===== src/rtl/irc_tok_pkg.sv =====
// Package for the IRC line tokenizer: character codes, result kinds,
// status codes, the phase type, the registered result type and the blank test.
// Depends on nothing; the top level and the checker import it.
package irc_tok_pkg;

  localparam logic [7:0] ChrColon = 8'h3A;
  localparam logic [7:0] ChrSpace = 8'h20;
  localparam logic [7:0] ChrTab   = 8'h09;
  localparam logic [7:0] ChrLf    = 8'h0A;
  localparam logic [7:0] ChrVt    = 8'h0B;
  localparam logic [7:0] ChrFf    = 8'h0C;
  localparam logic [7:0] ChrCr    = 8'h0D;
  localparam logic [7:0] ChrLowA  = 8'h61;
  localparam logic [7:0] ChrLowZ  = 8'h7A;
  localparam logic [7:0] CaseDiff = 8'h20;

  localparam logic [1:0] KindDrop    = 2'd0;
  localparam logic [1:0] KindPrefix  = 2'd1;
  localparam logic [1:0] KindCommand = 2'd2;
  localparam logic [1:0] KindParam   = 2'd3;

  localparam logic [1:0] StatusOk        = 2'd0;
  localparam logic [1:0] StatusBlank     = 2'd1;
  localparam logic [1:0] StatusNoCommand = 2'd2;
  localparam logic [1:0] StatusEmptyCmd  = 2'd3;

  // Largest value the 4-bit index and count fields can show.
  localparam logic [3:0] FieldMax = 4'd15;

  typedef enum logic [2:0] {
    PhStart   = 3'd0,
    PhPrefix  = 3'd1,
    PhCommand = 3'd2,
    PhPStart  = 3'd3,
    PhParam   = 3'd4,
    PhTrail   = 3'd5,
    PhDrop    = 3'd6
  } phase_e;

  typedef struct packed {
    logic [7:0] out_byte;
    logic [1:0] out_kind;
    logic [3:0] param_index;
    logic       param_close;
    logic       line_done;
    logic [1:0] status;
    logic [3:0] param_count;
  } result_t;

  // Whitespace as the line grammar sees it.
  function automatic logic is_blank(input logic [7:0] c);
    return (c == ChrSpace) || (c == ChrTab) || (c == ChrLf) ||
           (c == ChrCr) || (c == ChrFf) || (c == ChrVt);
  endfunction

endpackage


===== src/rtl/irc_tok_if.sv =====
// Valid/ready channel interfaces for the IRC line tokenizer: one for the
// incoming character beats and one for the result beats.
// Depends on nothing.
interface irc_tok_in_if;
  logic       valid;
  logic       ready;
  logic [7:0] in_byte;
  logic       end_of_line;

  modport source (output valid, output in_byte, output end_of_line, input ready);
  modport sink   (input valid, input in_byte, input end_of_line, output ready);
endinterface

interface irc_tok_out_if;
  logic       valid;
  logic       ready;
  logic [7:0] out_byte;
  logic [1:0] out_kind;
  logic [3:0] param_index;
  logic       param_close;
  logic       line_done;
  logic [1:0] status;
  logic [3:0] param_count;

  modport source (output valid, output out_byte, output out_kind, output param_index,
                  output param_close, output line_done, output status,
                  output param_count, input ready);
  modport sink   (input valid, input out_byte, input out_kind, input param_index,
                  input param_close, input line_done, input status,
                  input param_count, output ready);
endinterface


===== src/rtl/irc_line_tokenizer_top.sv =====
// Top level of the IRC line tokenizer: input register, tokenizer state
// machine and result register. Depends on irc_tok_pkg and the channel
// interfaces in irc_tok_if.sv.
//
//   Channel   Direction  Beat payload
//   in_i      sink       in_byte, end_of_line
//   out_o     source     out_byte, out_kind, param_index, param_close,
//                        line_done, status, param_count
//
// Every input beat yields exactly one result beat via the input register and
// then the result register. One beat is accepted per clock when not stalled.
// The tokenizer state advances when a beat moves from the input register to
// the result register, so the whole decision is one short step of logic.
// A stalled output holds its beat; the input register keeps taking a beat
// as long as the result register can empty, so at most two beats wait.
// Reset returns the state machine to the start of a line and empties both
// registers.
module irc_line_tokenizer_top
  import irc_tok_pkg::*;
#(
  parameter int unsigned MAX_PARAMS = 15
) (
  input  logic                 clk_i,
  input  logic                 rst_ni,
  irc_tok_in_if.sink           in_i,
  irc_tok_out_if.source        out_o
);

  // The parameter counter must hold MAX_PARAMS itself.
  localparam int unsigned CntW = $clog2(MAX_PARAMS + 1);
  // Width wide enough for both the counter and the 4-bit output fields.
  localparam int unsigned SatW = (CntW > 4) ? CntW : 4;

  // Clamps a parameter number to what the 4-bit fields can carry.
  function automatic logic [3:0] sat_field(input logic [SatW-1:0] v);
    return (v > SatW'(FieldMax)) ? FieldMax : v[3:0];
  endfunction

  // Input register.
  logic       s1_valid_q, s1_valid_d;
  logic [7:0] s1_byte_q;
  logic       s1_eol_q;

  // Result register.
  logic       out_valid_q, out_valid_d;
  result_t    res_q, res_d;

  // Line state.
  phase_e          phase_q, phase_d;
  logic            blank_q, blank_d;
  logic            cmd_seen_q, cmd_seen_d;
  logic            cmd_err_q, cmd_err_d;
  logic [CntW-1:0] found_q, found_d;

  logic in_take;
  logic out_free;
  logic advance;

  // The result register can take a beat when it is empty or being read.
  assign out_free = !out_valid_q || out_o.ready;
  assign advance  = s1_valid_q && out_free;
  assign in_i.ready = !s1_valid_q || out_free;
  assign in_take  = in_i.valid && in_i.ready;

  always_comb begin
    s1_valid_d = s1_valid_q;
    if (in_take) begin
      s1_valid_d = 1'b1;
    end else if (advance) begin
      s1_valid_d = 1'b0;
    end
  end

  always_comb begin
    out_valid_d = out_valid_q;
    if (advance) begin
      out_valid_d = 1'b1;
    end else if (out_o.ready) begin
      out_valid_d = 1'b0;
    end
  end

  // Tokenizer decision for the beat in the input register.
  always_comb begin
    phase_e          ph;
    logic            skip;
    logic [CntW-1:0] cnt_inc;
    logic            err_v;
    logic [1:0]      st_v;

    phase_d    = phase_q;
    blank_d    = blank_q;
    cmd_seen_d = cmd_seen_q;
    cmd_err_d  = cmd_err_q;
    found_d    = found_q;
    res_d      = '0;
    ph         = phase_q;
    skip       = 1'b0;
    cnt_inc    = found_q;
    err_v      = cmd_err_q;
    st_v       = StatusOk;

    if (s1_eol_q) begin
      // An open normal or trailing parameter is closed by the end of line.
      if ((phase_q == PhParam) || (phase_q == PhTrail)) begin
        res_d.param_index = sat_field(SatW'(found_q) - SatW'(1));
        res_d.param_close = 1'b1;
      end
      if (((phase_q == PhStart) || (phase_q == PhCommand)) && !cmd_seen_q) begin
        err_v = 1'b1;
      end
      if (blank_q) begin
        st_v = StatusBlank;
      end else if (phase_q == PhPrefix) begin
        st_v = StatusNoCommand;
      end else if (err_v) begin
        st_v = StatusEmptyCmd;
      end
      res_d.line_done = 1'b1;
      res_d.status    = st_v;
      res_d.param_count = (st_v == StatusOk) ? sat_field(SatW'(found_q)) : 4'd0;
      // Ready for the next line.
      phase_d    = PhStart;
      blank_d    = 1'b1;
      cmd_seen_d = 1'b0;
      cmd_err_d  = 1'b0;
      found_d    = '0;
    end else begin
      if (!is_blank(s1_byte_q)) begin
        blank_d = 1'b0;
      end
      if (phase_q == PhStart) begin
        if (s1_byte_q == ChrColon) begin
          // Leading colon opens the prefix and is dropped.
          phase_d = PhPrefix;
          skip    = 1'b1;
        end else begin
          ph      = PhCommand;
          phase_d = PhCommand;
        end
      end
      if (ph == PhPStart) begin
        cnt_inc = found_q + CntW'(1);
      end
      if (!skip) begin
        unique case (ph)
          PhPrefix: begin
            if (s1_byte_q == ChrSpace) begin
              phase_d = PhCommand;
            end else begin
              res_d.out_byte = s1_byte_q;
              res_d.out_kind = KindPrefix;
            end
          end
          PhCommand: begin
            if (s1_byte_q == ChrSpace) begin
              if (!cmd_seen_q) begin
                cmd_err_d = 1'b1;
              end
              phase_d = PhPStart;
            end else begin
              res_d.out_byte = ((s1_byte_q >= ChrLowA) && (s1_byte_q <= ChrLowZ)) ?
                               (s1_byte_q - CaseDiff) : s1_byte_q;
              res_d.out_kind = KindCommand;
              cmd_seen_d     = 1'b1;
            end
          end
          PhPStart, PhParam: begin
            found_d           = cnt_inc;
            res_d.param_index = sat_field(SatW'(cnt_inc) - SatW'(1));
            if ((ph == PhPStart) && (s1_byte_q == ChrColon)) begin
              // Trailing parameter: the colon itself is dropped.
              phase_d = PhTrail;
            end else if (s1_byte_q == ChrSpace) begin
              res_d.param_close = 1'b1;
              phase_d = (cnt_inc >= CntW'(MAX_PARAMS)) ? PhDrop : PhPStart;
            end else begin
              res_d.out_byte = s1_byte_q;
              res_d.out_kind = KindParam;
              phase_d        = PhParam;
            end
          end
          PhTrail: begin
            res_d.out_byte    = s1_byte_q;
            res_d.out_kind    = KindParam;
            res_d.param_index = sat_field(SatW'(found_q) - SatW'(1));
          end
          default: begin
            // Past the parameter limit every byte is dropped.
          end
        endcase
      end
    end
  end

  always_ff @(posedge clk_i or negedge rst_ni) begin
    if (!rst_ni) begin
      s1_valid_q  <= 1'b0;
      out_valid_q <= 1'b0;
    end else begin
      s1_valid_q  <= s1_valid_d;
      out_valid_q <= out_valid_d;
    end
  end

  always_ff @(posedge clk_i or negedge rst_ni) begin
    if (!rst_ni) begin
      phase_q    <= PhStart;
      blank_q    <= 1'b1;
      cmd_seen_q <= 1'b0;
      cmd_err_q  <= 1'b0;
      found_q    <= '0;
    end else if (advance) begin
      phase_q    <= phase_d;
      blank_q    <= blank_d;
      cmd_seen_q <= cmd_seen_d;
      cmd_err_q  <= cmd_err_d;
      found_q    <= found_d;
    end
  end

  // Payload registers carry no reset.
  always_ff @(posedge clk_i) begin
    if (in_take) begin
      s1_byte_q <= in_i.in_byte;
      s1_eol_q  <= in_i.end_of_line;
    end
    if (advance) begin
      res_q <= res_d;
    end
  end

  assign out_o.valid       = out_valid_q;
  assign out_o.out_byte    = res_q.out_byte;
  assign out_o.out_kind    = res_q.out_kind;
  assign out_o.param_index = res_q.param_index;
  assign out_o.param_close = res_q.param_close;
  assign out_o.line_done   = res_q.line_done;
  assign out_o.status      = res_q.status;
  assign out_o.param_count = res_q.param_count;

endmodule


===== src/flat_wrapper.sv =====
// flat-port wrapper written by rule: the top's interface ports become plain ports
module irc_line_tokenizer_top_flat import irc_tok_pkg::*;
#(
  parameter int unsigned MAX_PARAMS = 15
)
  (clk_i, rst_ni, in_i_valid, in_i_in_byte, in_i_end_of_line, in_i_ready, out_o_valid, out_o_out_byte, out_o_out_kind, out_o_param_index, out_o_param_close, out_o_line_done, out_o_status, out_o_param_count, out_o_ready);
  irc_tok_in_if in_i_i ();
  irc_tok_out_if out_o_i ();
  input  logic clk_i;
  input  logic rst_ni;
  input wire logic [$bits(in_i_i.valid)-1:0] in_i_valid;
  input wire logic [$bits(in_i_i.in_byte)-1:0] in_i_in_byte;
  input wire logic [$bits(in_i_i.end_of_line)-1:0] in_i_end_of_line;
  output wire logic [$bits(in_i_i.ready)-1:0] in_i_ready;
  output wire logic [$bits(out_o_i.valid)-1:0] out_o_valid;
  output wire logic [$bits(out_o_i.out_byte)-1:0] out_o_out_byte;
  output wire logic [$bits(out_o_i.out_kind)-1:0] out_o_out_kind;
  output wire logic [$bits(out_o_i.param_index)-1:0] out_o_param_index;
  output wire logic [$bits(out_o_i.param_close)-1:0] out_o_param_close;
  output wire logic [$bits(out_o_i.line_done)-1:0] out_o_line_done;
  output wire logic [$bits(out_o_i.status)-1:0] out_o_status;
  output wire logic [$bits(out_o_i.param_count)-1:0] out_o_param_count;
  input wire logic [$bits(out_o_i.ready)-1:0] out_o_ready;
  assign in_i_i.valid = in_i_valid;
  assign in_i_i.in_byte = in_i_in_byte;
  assign in_i_i.end_of_line = in_i_end_of_line;
  assign in_i_ready = in_i_i.ready;
  assign out_o_valid = out_o_i.valid;
  assign out_o_out_byte = out_o_i.out_byte;
  assign out_o_out_kind = out_o_i.out_kind;
  assign out_o_param_index = out_o_i.param_index;
  assign out_o_param_close = out_o_i.param_close;
  assign out_o_line_done = out_o_i.line_done;
  assign out_o_status = out_o_i.status;
  assign out_o_param_count = out_o_i.param_count;
  assign out_o_i.ready = out_o_ready;
  irc_line_tokenizer_top #(.MAX_PARAMS(MAX_PARAMS)) u_core (.clk_i(clk_i), .rst_ni(rst_ni), .in_i(in_i_i), .out_o(out_o_i));
endmodule

===== config.mk =====
export PLATFORM = sky130hd
export DESIGN_NAME = irc_line_tokenizer_top_flat
export DESIGN_NICKNAME = d
export VERILOG_FILES = /design/src/rtl/irc_tok_pkg.sv /design/src/rtl/irc_tok_if.sv /design/src/rtl/irc_line_tokenizer_top.sv /design/src/flat_wrapper.sv
export SDC_FILE = /design/constraint.sdc
export NUM_CORES = 1
export LEC_CHECK = 0
export BUFFER_PORTS_ARGS = -buffer_cell sky130_fd_sc_hd__buf_2
export CORE_MARGIN = 5
export CORE_UTILIZATION = 35
export CTS_CLUSTER_SIZE = 10
export DETAILED_ROUTE_END_ITERATION = 6
export GPL_ROUTABILITY_DRIVEN = 1
export GPL_TIMING_DRIVEN = 1
export SLEW_MARGIN = 20
export SYNTH_ARGS = -nofsm -noshare
export SYNTH_HDL_FRONTEND = slang
export SYNTH_SLANG_ARGS = --single-unit

===== constraint.sdc =====
create_clock -name clk_i -period 4.25 [get_ports clk_i]
set_input_delay 0.85 -clock clk_i [delete_from_list [all_inputs] [get_ports clk_i]]
set_output_delay 0.85 -clock clk_i [all_outputs]
set_load 0.005 [all_outputs]

Word-level counts from Yosys, hierarchy flattened

Index checks and enable logic that the tools add are counted.

Equality and inequality tests: 20
Reduce and logical (&&, ||, !) cells: 31
$add $sub $neg: 4
Order comparisons: 6
Muxes and demuxes: 60

Operator list:

| operator                                                                 | number |
|---|---|
| 8-bit by 4-bit == test with 1-bit output (second input constant)         | 5 |
| 10-bit 2-to-1 mux                                                        | 4 |
| 10-bit one-hot mux with 4 select lines                                   | 1 |
| 4-bit 2-to-1 mux                                                         | 9 |
| 3-bit 2-to-1 mux                                                         | 11 |
| 1-bit 2-to-1 mux                                                         | 23 |
| 8-bit by 6-bit == test with 1-bit output (second input constant)         | 2 |
| 5-bit 2-to-1 mux                                                         | 3 |
| 3-bit == test (second input constant)                                    | 4 |
| 4-bit greater-than comparator (second input constant)                    | 3 |
| 2-bit 2-to-1 mux                                                         | 5 |
| 2-bit nonzero test                                                       | 5 |
| 3-bit by 2-bit == test with 1-bit output (second input constant)         | 3 |
| 1-bit logical OR                                                         | 9 |
| 3-bit one-hot mux with 3 select lines                                    | 1 |
| 8-bit by 7-bit >= comparator with 1-bit output (second input constant)   | 1 |
| 8-bit by 7-bit <= comparator with 1-bit output (second input constant)   | 1 |
| 8-bit 2-to-1 mux                                                         | 1 |
| 2-bit by 1-bit inequality test with 1-bit output (second input constant) | 4 |
| 4-bit one-hot mux with 2 select lines                                    | 1 |
| 4-bit by 1-bit subtractor with 4-bit output (second input constant)      | 2 |
| 8-bit by 6-bit subtractor with 8-bit output (second input constant)      | 1 |
| 7-bit 2-to-1 mux                                                         | 1 |
| 3-bit by 1-bit == test with 1-bit output (second input constant)         | 2 |
| 11 further kinds                                                         | 19 |

Word-level logic and storage cells: 137
Register bits after elaboration: 43
Input bits: 13

Longest topological paths before layout

Gate-level depths: netlist of run 1.

Depth after elaboration: 14
Depth in mapped cells: 8
Mapped depth without buffers: 7

Least setup slack after synthesis of run 1

Ideal clock, no wire load.

Path type: input to register
Start point: input port out_o_ready
End point: register u_core.cmd_seen_q
Cell stages on the path: 6
Data required time: 4.106 ns
Path buffers: 0
Slack: 1.856 ns
Arrival time: 2.250 ns
Path through: nand2b_1 -> nand2_1 -> clkinv_1 -> o21a_1 -> a21oi_1 -> a21oi_1

Word-level cells in the longest chain between the ends: 3

RTL lines:

| element                       | RTL line                      | source |
|---|---|---|
| from (decl)                   | flat_wrapper.sv:23            | `input wire logic [$bits(out_o_i.ready)-1:0] out_o_ready;` |
| 1-bit logical OR              | irc_line_tokenizer_top.sv:60  | `assign out_free = !out_valid_q \|\| out_o.ready;` |
| 1-bit logical AND             | irc_line_tokenizer_top.sv:61  | `assign advance = s1_valid_q && out_free;` |
| named net u_core.advance      | irc_line_tokenizer_top.sv:57  | `logic advance;` |
| 4-bit AND reduction (no line) | --                            |  |
| to (signal assigned)          | irc_line_tokenizer_top.sv:216 | `cmd_seen_q <= cmd_seen_d;` |
| to (decl)                     | irc_line_tokenizer_top.sv:51  | `logic cmd_seen_q, cmd_seen_d;` |

The timed path passes the listed nets, and every way through them passes these cells.
A chain may end at the register's enable or synchronous reset.

==> results.py, run 1 <==
metrics = {
    "grt": {
        "grt_pass1_vias": 1678,
        "grt_usage_pct": 11.93,
        "antenna_found_initial": 0,
        "grt_max_degree": 32,
        "grt_pass1_wl_microns": 8155,
        "grt-ovfl-total": 0,
    },
    "sta": {
        "timing.final.max_slew_violations": 0,
        "fin_tns_setup_ns": 0,
        "whs_ns": 0.4374,
        "slew_headroom_pct": 55.70,
        "max_freq_mhz": 455.9,
        "finalClockSkew_ns": 0.005576,
        "rsz0062_at_grt": "false",
        "min_period_ns": 2.193,
        "timing.final.crit_share_pct": 51.61,
        "worst-slew-pin-transition_ns": 0.6645,
        "setup_violations": 0,
        "hold_viol_final": 0,
    },
    "clock_tree": {
        "cts_resized": 0,
        "cts_tree": "built",
        "cts_root_buf": "clkbuf_8",
        "clkLatencyLatePin_ns": 0.29,
        "cts_sinks": 43,
        "cts_buffer_depth": 2,
        "numCtsBuffers": 5,
        "post_cts_buffers": 0,
        "clk_pin_slew_ns": 0.08,
        "holdBufCountCts": 0,
        "cts_htree_levels": 2,
    },
    "synth": {
        "synth_top_area_share_pct": 39.96,
        "synth_cell_type_count": 54,
        "synth_warnings": 0,
        "ys_seq_elements": 43,
        "async_flop_share_pct": 27.91,
        "synthesis.nets": 240,
        "synth-main-ff-cell": "edfxtp_1",
        "synth_edf_count": 31,
        "syn_area_sq_um": 2330,
        "yosys.area_share.simple_pct": 17.24,
        "synth_mux_area_share_pct": 0.8593,
        "synthAdderAreaFrac_pct": 2.685,
        "yosysMostFrequentCell": "edfxtp_1",
        "yosys.area_share.xor_xnor_pct": 1.504,
        "synth_seq_area_share_pct": 52.90,
        "netlist_instances": 222,
        "synth_compound_area_share_pct": 20.41,
        "avgSynthCellArea_sq_um": 10.49,
        "yosysTopAreaCell": "edfxtp_1",
        "synth_area_leaders": "edfxtp_1 40%, dfrtp_1 12%, a21oi_1 3.9%, nor2_1 3.5%, o21ai_0 2.8%",
        "synth_top_family_by_area": "compound AO/OA/AOI/OAI gates",
        "netlist_top_cells_count": "31 x edfxtp_1, 22 x nor2_1, 18 x a21oi_1",
    },
    "layout": {
        "n_antenna_cell": 0,
        "multi_input_area_sq_um": 994.7,
        "postLayoutCoreUtil_pct": 41.24,
        "nets": 274,
        "layout-drive-gt1-share_pct": 20.62,
        "syn2layout_area_growth_pct": 13.69,
        "fill_cells": 626,
        "area.sequential_sq_um": 1232,
    },
    "floorplanning": {
        "initial_core_util_pct": 36.28,
        "dieArea_sq_um": 8388,
        "core_sq_um": 6422,
        "rows": 29,
        "die_height_microns": 91.59,
        "ios": 37,
        "die_x_microns": 91.59,
    },
    "setup_path": {
        "worst_path_max_delay_cell": "dfrtp_1",
        "cp.buffers_inverters": 1,
        "arrival_ns": 2.23,
        "cp_top_family": "flip-flops",
        "worst_path_largest_cell_delay_ns": 0.53,
        "cp-start-kind": "register",
        "required_ns": 4.29,
        "cp-end-kind": "register",
        "crit_chain": "inv_1 > ha_1 > nor3b_1 > mux2i_1 > o22ai_1 > o22a_1 > a21oi_1",
        "worstSetupPathType": "register to register",
        "cp_max_fo": 11,
    },
    "drt": {
        "dr.pass1.iters": 4,
        "drcViolationCount": 0,
        "wl_per_cell_microns": 14.19,
        "vias": 1739,
        "drt_wl_total_microns": 4739,
        "postRouteAntennaNets": 0,
        "drt_iter0_drc": 217,
        "vias_per_cell": 5.207,
    },
    "placed_design": {
        "place_congestion": 0.8440,
        "port_buffers": 36,
        "hpwl_microns": 3347,
    },
    "pwr": {
        "leakagePower_uw": 0.001080,
        "ir_drop_uv": 199.7,
        "power_density_nw_per_um2": 476.9,
    },
    "min_path": {
        "hp-class": "input port to async pin",
    },
    "job": {
        "max_cap_viol_count": 0,
    },
    "status": {
        "status": "finished, final reports clean",
    },
}
==> metrics by stage <==
stage,cells,setup WS [ns],power (uW),cell area [sq um]
floorplan,222,1.856,912.9,2330
global placement,326,1.993,1014,2564
detailed placement,326,2.007,1015,2564
CTS,334,2.061,1272,2649
global route,334,1.844,1358,2649
finish,334,2.057,1263,2649
==> cells by family (layout without fill, tap and decap cells) <==
| group | after synthesis | in the layout |
|---|---|---|
| AO/OA/AOI/OAI | 68 | 68 |
| XOR/XNOR | 4 | 4 |
| adder cells (fa/ha/maj) | 5 | 5 |
| buffers and inverters | 24 | 59 |
| flip-flops | 43 | 43 |
| multiplexers | 2 | 2 |
| AND/OR/NAND/NOR | 76 | 76 |
==> worst register-to-register path: cells and delay by family, from the launching register on <==
family,cells,cell delay (ns)
AND/OR/NAND/NOR,1,0.29
AO/OA/AOI/OAI,3,0.45
buffers and inverters,1,0.15
multiplexers,1,0.11
flip-flops,1,0.53
adder cells (fa/ha/maj),1,0.40
==> power breakdown <==
| part | internal [uW] | switching, uW |
|---|---|---|
| logic | 175 | 222 |
| clock network | 115 | 137 |
| registers | 523 | 90.7 |
==> registers in the layout, indices dropped and copies added (netlist names), 2 cells and up <==
register and flops:
u_core.found_q 4, u_core.s1_byte_q 8, u_core.out_o.out_kind 2, u_core.out_o.param_count 4
u_core.out_o.param_index 4, u_core.out_o.status 2, u_core.out_o.out_byte 8, u_core.phase_q 3
==> placed cells by master (no fill, tap or decap), drive strengths merged, types with 2 or more instances in the layout <==
cell      n
nand3     2
nor2b     4
nand3b    2
a21o      2
dfrtp    11
a211oi    4
inv      13
o21a      2
xnor2     3
clkbuf    6
nor4      2
mux2i     2
clkinv    2
a31oi     3
nor3      5
nand2    17
nor2     22
edfxtp   31
a2111oi   2
o22ai     3
o21ai    16
o22a      2
ha        5
or3       2
nand2b    6
nor3b     2
and2      5
a21oi    18
a211o     2
o31ai     4
a221oi    2
buf      37
==> layout make-up <==
| type | instances | share of cell area [%] |
|---|---|---|
| clock buffer | 6 | 2.740 |
| sequential | 43 | 46.53 |
| tap | 77 | 3.637 |
| clock inverter | 2 | 0.4724 |
| inverter | 14 | 1.984 |
| timing repair buffer | 37 | 7.085 |
| multi-input combinational | 155 | 37.55 |
==> metal layers <==
metal | GRT usage [%] | vias to the layer above | wire [microns]
li1 | - | 892 | -
met1 | 17.92 | 788 | 2435
met2 | 16.49 | 54 | 1947
met3 | 2.727 | 5 | 275
met4 | 4.523 | 0 | 81
met5 | 0 | - | 0
==> path summary, 6_finish.rpt <==
| kind | from | end | slack (ns) | depth (start not counted) |
|---|---|---|---|---|
| worst max-delay path | u_core.found_q[0]$_DFFE_PN0P_ | u_core.out_o.param_index[3]$_DFFE_PP_ | 2.06 | 7 |
| worst min-delay path | rst_ni | u_core.s1_valid_q$_DFFE_PN0P_ | 0.44 | 1 |
| worst max register to register | u_core.found_q[0]$_DFFE_PN0P_ | u_core.out_o.param_index[3]$_DFFE_PP_ | 2.06 | 7 |
| worst min register to register | u_core.blank_q$_DFFE_PN1P_ | u_core.blank_q$_DFFE_PN1P_ | 0.51 | 2 |
| max in group asynchronous | rst_ni | u_core.blank_q$_DFFE_PN1P_ | 3.52 | 1 |
| min in group clk_i | u_core.blank_q$_DFFE_PN1P_ | u_core.blank_q$_DFFE_PN1P_ | 0.51 | 2 |
No activity file was read; power rests on OpenSTA's default activity.
==> inputs of run 2 (changes only) <==
ABC_AREA = 1   (was default)
clock period = 2 ns   (was 4.25 ns; I/O delays follow)
==> run 2 against run 1 <==
Effect of this change:
- maximum frequency rose by 21%
- register-to-register slack worse by 1.9 ns
- routed wire length is 0.87% lower
- utilization is 0.96 points higher
- first-iteration DRC count decreased by 23%
- die area is 2.0% lower
- worst setup slack worse by 1.9 ns
- count of clock-buffer cells in the layout decreased by 1
- worst hold slack got worse by 0.17 ns
- global-route usage increased by 0.17 points
==> results.py, run 2 <==
metrics = {
    "pwr": {
        "p_comb_share_pct": 15.8,
        "p_sw_share_pct": 28.09,
        "ir_drop_uv": 316.2,
        "leakagePower_uw": 0.001281,
        "clockPowerShare_pct": 28.2,
        "seqPwrFrac_pct": 56.0,
        "power_density_nw_per_um2": 749.5,
        "p_int_uw": 1445,
        "p_sw_uw": 564.2,
    },
    "sta": {
        "hold_viol_final": 0,
        "fin_tns_setup_ns": 0,
        "slew_headroom_pct": 73.95,
        "timing.final.crit_share_pct": 90.75,
        "worst-slew-pin-transition_ns": 0.3884,
        "min_period_ns": 1.815,
        "max_freq_mhz": 551.0,
        "finalClockSkew_ns": 0.009990,
        "timing.final.max_slew_violations": 0,
        "setup_violations": 0,
        "rsz0062_at_grt": "false",
        "whs_ns": 0.2689,
    },
    "layout": {
        "area.sequential_sq_um": 1232,
        "layout-drive-gt1-share_pct": 25.59,
        "multi_input_area_sq_um": 877.1,
        "n_antenna_cell": 0,
        "nets": 314,
        "fill_cells": 616,
        "syn2layout_area_growth_pct": 17.63,
        "final_cells": 374,
        "layout_commonest_cell": "nand2_1",
        "final_cell_mix": "51 x nand2_1, 36 x buf_2, 31 x inv_1, 31 x edfxtp_1, 23 x nor2_1",
    },
    "synth": {
        "syn_area_sq_um": 2278,
        "synth_area_leaders": "edfxtp_1 41%, dfrtp_1 12%, nand2_1 8.4%, inv_1 5.1%, nand3_1 4.6%",
        "yosysTopAreaCell": "edfxtp_1",
        "netlist_top_cells_count": "51 x nand2_1, 31 x edfxtp_1, 31 x inv_1",
        "synth-main-ff-cell": "edfxtp_1",
        "synth_cell_type_count": 33,
        "yosysMostFrequentCell": "nand2_1",
        "netlist_instances": 249,
        "ys_seq_elements": 43,
        "synth_edf_count": 31,
        "synth_seq_area_share_pct": 54.09,
        "avgSynthCellArea_sq_um": 9.150,
        "async_flop_share_pct": 27.91,
        "synth_top_area_share_pct": 40.86,
        "synthesis.nets": 267,
        "synth_warnings": 0,
    },
    "clock_tree": {
        "cts_sinks": 43,
        "holdBufCountCts": 1,
        "clkLatencyLatePin_ns": 0.30,
        "numCtsBuffers": 5,
        "cts_tree": "built",
        "cts_root_buf": "clkbuf_8",
        "cts_buffer_depth": 2,
        "post_cts_buffers": 0,
        "cts_resized": 0,
        "clk_pin_slew_ns": 0.09,
        "cts_htree_levels": 2,
    },
    "grt": {
        "grt_max_degree": 16,
        "grt_pass1_vias": 1725,
        "grt-ovfl-total": 0,
        "grt_usage_pct": 12.10,
        "grt_pass1_wl_microns": 8142,
        "antenna_found_initial": 0,
    },
    "drt": {
        "drcViolationCount": 0,
        "drt_iter0_drc": 168,
        "wl_per_cell_microns": 12.56,
        "drt_wl_total_microns": 4698,
        "vias": 1816,
        "dr.pass1.iters": 4,
        "postRouteAntennaNets": 0,
        "vias_per_cell": 4.856,
    },
    "placed_design": {
        "hpwl_microns": 3639,
        "dp_cells": 365,
        "port_buffers": 36,
        "place_congestion": 0.9090,
    },
    "setup_path": {
        "cp_max_fo": 5,
        "cp-start-kind": "register",
        "arrival_ns": 1.86,
        "cp-end-kind": "register",
        "required_ns": 2.05,
        "worstSetupPathType": "register to register",
    },
    "floorplanning": {
        "die_x_microns": 90.69,
        "rows": 29,
        "core_sq_um": 6350,
        "dieArea_sq_um": 8224,
        "die_height_microns": 90.69,
        "initial_core_util_pct": 35.88,
        "ios": 37,
    },
    "status": {
        "status": "finished, final reports clean",
    },
    "job": {
        "max_cap_viol_count": 0,
    },
    "min_path": {
        "hp-class": "input port to register",
    },
}
[run 2: cell types whose count changed in the layout (fill, tap and decap cells not counted), moves of 6 or more]
cell	previous run	this run
nand2_2	0	6
nand2_1	17	51
a21oi_1	18	11
nand3_1	2	21
o21ai_0	13	5
inv_2	0	6
buf_4	1	7
nand2b_1	6	0
inv_1	13	31
o21ai_1	2	9
[run 2: layout make-up]
cell class	instances	share of cell area, %
sequential	43	45.98
tap	77	3.595
multi-input combinational	165	32.73
inverter	37	5.182
timing repair buffer	44	9.057
clock buffer	5	2.568
clock inverter	3	0.8870
[run 2: cells by family after synthesis]
family                     Yosys count  synth area share (%)
xor gates and xnor gates             3                 1.153
DFF                                 43                 54.09
AOI/OAI and AO/OA                   40                 10.21
adders and majority gates            5                 2.746
buffers and inverters               41                 7.413
and+or+nand+nor                    117                 24.38
[run 2: metrics by stage]
step	utilization, %	setup WS [ns]	power, uW	area (sq um)
6_report	42.21	0.1851	2009	2680
5_1_grt	42.21	0.0001306	2143	2680
4_1_cts	42.21	0.1924	2044	2680
3_5_place_dp	40.59	0.2110	1464	2577
3_3_place_gp	40.59	0.2358	1460	2577
2_1_floorplan	-	0.2063	1325	2278
[run 2: critical path, cell delays in order (launching register included)]
cell and delay (ns):
dfrtp_1 0.40, inv_1 0.14, ha_1 0.29, o21ai_2 0.20, inv_1 0.06, ha_1 0.28
o22ai_1 0.08, nand2_1 0.05, o21ai_0 0.07
[run 2: path summary, 6_finish.rpt]
kind	startpoint	endpoint	slack, ns	depth (start not counted)
setup reg to reg	u_core.found_q[1]$_DFFE_PN0P_	u_core.out_o.param_index[1]$_DFFE_PP_	0.19	8
hold / removal	in_i_in_byte[5]	u_core.s1_byte_q[5]$_DFFE_PP_	0.27	1
hold reg to reg	u_core.blank_q$_DFFE_PN1P_	u_core.blank_q$_DFFE_PN1P_	0.48	2
setup / recovery	u_core.found_q[1]$_DFFE_PN0P_	u_core.out_o.param_index[1]$_DFFE_PP_	0.19	8
max in group asynchronous	rst_ni	u_core.blank_q$_DFFE_PN1P_	1.24	2
min in group asynchronous	rst_ni	u_core.s1_valid_q$_DFFE_PN0P_	0.49	2
[run 2: power groups by stage]
stage	sequential (uW)	combinational, uW	clock [uW]
floorplan	1140	183	0
global placement	1140	317	0
detailed placement	1140	320	0
CTS	1120	322	598
global route	1140	368	638
finish	1130	318	566
[run 2: layer usage]
layer | vias up | global-route usage [%] | share of wire, %
met5 | - | 0 | 0
met4 | 0 | 5.459 | 1.7
met3 | 5 | 2.833 | 6.0
met2 | 58 | 17.98 | 44
met1 | 821 | 16.63 | 48
li1 | 932 | - | -
==> inputs of run 3 (changes only) <==
RECOVER_POWER = 25   (was default)
==> run 3 against run 2 <==
Effect of this change:
- sequential cell count unchanged
- non-clock buffer count unchanged
- combinational power about the same
- power about the same
- worst setup slack about the same
- die area unchanged
- critical endpoint unchanged
==> results.py, run 3 (synthesized netlist as in run 2, its figures left out) <==
metrics = {
    "layout": {
        "nets": 314,
        "layout_commonest_cell": "nand2_1",
        "final_cell_mix": "51 x nand2_1, 33 x buf_2, 31 x inv_1, 31 x edfxtp_1, 23 x nor2_1",
        "n_antenna_cell": 0,
        "syn2layout_area_growth_pct": 17.46,
        "layout-drive-gt1-share_pct": 24.58,
        "fill_cells": 616,
    },
    "grt": {
        "grt_max_degree": 16,
        "met1_usage_pct": 16.63,
        "antenna_found_initial": 0,
        "grt-ovfl-total": 0,
        "met3_usage_pct": 2.833,
        "grt_pass1_wl_microns": 8142,
        "busiest_layer": "met2",
        "use_met2_pct": 17.98,
        "grt_usage_pct": 12.10,
        "grt_pass1_vias": 1725,
    },
    "min_path": {
        "hp-class": "input port to register",
        "hold_path_end": "u_core.s1_byte_q[5]$_DFFE_PP_",
        "min_from": "in_i_in_byte[5]",
        "holdPathStages": 1,
    },
    "status": {
        "status": "finished, final reports clean",
    },
    "setup_path": {
        "cp-end-kind": "register",
        "worst_path_largest_cell_delay_ns": 0.40,
        "r2r-end": "u_core.out_o.param_index[1]$_DFFE_PP_",
        "crit_chain": "inv_1 > ha_1 > o21ai_2 > inv_1 > ha_1 > o22ai_1 > nand2_1 > o21ai_0",
        "cp_max_fo": 5,
        "r2r_slack_ns": 0.19,
        "r2r-start": "u_core.found_q[1]$_DFFE_PN0P_",
        "worstRegToRegCells": 8,
        "required_ns": 2.05,
        "worstSetupPathType": "register to register",
        "cp-start-kind": "register",
        "arrival_ns": 1.86,
        "worst_path_max_delay_cell": "dfrtp_1",
    },
    "floorplanning": {
        "rows": 29,
        "initial_core_util_pct": 35.88,
        "ios": 37,
        "die_height_microns": 90.69,
        "die_x_microns": 90.69,
        "dieArea_sq_um": 8224,
        "core_sq_um": 6350,
    },
    "sta": {
        "setup_violations": 0,
        "rsz0062_at_grt": "false",
        "worst-slew-pin-transition_ns": 0.6407,
        "max_freq_mhz": 551.0,
        "fin_tns_setup_ns": 0,
        "hold_viol_final": 0,
        "timing.final.crit_share_pct": 90.75,
        "min_period_ns": 1.815,
        "whs_ns": 0.2687,
        "finalClockSkew_ns": 0.01020,
        "slew_headroom_pct": 57.29,
        "postLayoutSetupSlackWorst_ns": 0.1851,
        "timing.final.max_slew_violations": 0,
    },
    "clock_tree": {
        "cts_sinks": 43,
        "cts_htree_levels": 2,
        "cts_buffer_depth": 2,
        "cts_resized": 0,
        "clkLatencyLatePin_ns": 0.30,
        "cts_root_buf": "clkbuf_8",
        "cts_tree": "built",
        "clk_pin_slew_ns": 0.09,
        "numCtsBuffers": 5,
    },
    "drt": {
        "drt_iter0_drc": 168,
        "drcViolationCount": 0,
        "drt_wl_total_microns": 4705,
        "dr.pass1.iters": 4,
        "vias": 1818,
        "wl_per_cell_microns": 12.58,
        "vias_per_cell": 4.861,
        "postRouteAntennaNets": 0,
    },
    "pwr": {
        "power_density_nw_per_um2": 750.1,
        "ir_drop_uv": 316.4,
        "leakagePower_uw": 0.001273,
        "finalPower_uw": 2008,
    },
    "placed_design": {
        "pre_cts_ws_ns": 0.2110,
        "place_congestion": 0.9090,
        "hpwl_microns": 3639,
        "port_buffers": 36,
    },
    "job": {
        "max_cap_viol_count": 0,
    },
}
## run 3: through the flow
stage / util [%] / instance area (sq um) / cells
after floorplan: - / 2278 / 249
after global placement: 40.59 / 2577 / 365
after detailed placement: 40.59 / 2577 / 365
after CTS: 42.21 / 2680 / 374
after global routing: 42.15 / 2676 / 374
final: 42.15 / 2676 / 374
## run 3: cell type report
type                       instances  area (sq um)  share of cell area [%]
inverter                          37         138.9                   5.189
sequential                        43          1232                   46.05
clock inverter                     3         23.77                  0.8883
timing repair buffer              44         239.0                   8.929
tap                               77         96.34                   3.600
clock buffer                       5         68.82                   2.571
multi-input combinational        165         877.1                   32.77
## run 3: what timing repair did
action                    CTS  global route
buffers inserted            0             0
hold buffers                1             0
hold endpoints to repair   11             0
## run 3: layer usage
metal | vias up | part of all wire [%] | routed length (microns)
li1 | 931 | - | -
met2 | 60 | 44 | 2085
met3 | 5 | 6.1 | 286
met4 | 0 | 1.7 | 80
met5 | - | 0 | 0
met1 | 822 | 48 | 2252
## run 3: worst max path at each step
stage / startpoint / end / slack, ns / cells after the start
after floorplan: u_core.found_q[0]$_DFFE_PN0P_ / u_core.out_o.param_index[1]$_DFFE_PP_ / 0.21 / 8
after global placement: u_core.found_q[1]$_DFFE_PN0P_ / u_core.out_o.param_index[1]$_DFFE_PP_ / 0.24 / 8
after detailed placement: u_core.found_q[1]$_DFFE_PN0P_ / u_core.out_o.param_index[1]$_DFFE_PP_ / 0.21 / 8
after CTS: u_core.found_q[1]$_DFFE_PN0P_ / u_core.out_o.param_index[1]$_DFFE_PP_ / 0.19 / 8
after global routing: u_core.s1_byte_q[6]$_DFFE_PP_ / u_core.out_o.out_byte[7]$_SDFFCE_PP0P_ / 0.0001 / 9
final: u_core.found_q[1]$_DFFE_PN0P_ / u_core.out_o.param_index[1]$_DFFE_PP_ / 0.19 / 8
## run 3: where the power goes
part           leakage (uW)  total (uW)  internal [uW]  switching, uW
registers          0.000460        1130           1080           49.6
logic              0.000772         316            118            199
clock network     0.0000408         566            250            316
total               0.00127        2010           1440            565
## run 3: worst max-delay path: cells and delay by family (launching register included)
kind / cells / cell delay (ns)
adders and majority gates: 2 / 0.57
and+or+nand+nor: 1 / 0.05
AOI/OAI and AO/OA: 3 / 0.35
buffers and inverters: 2 / 0.20
DFF: 1 / 0.40
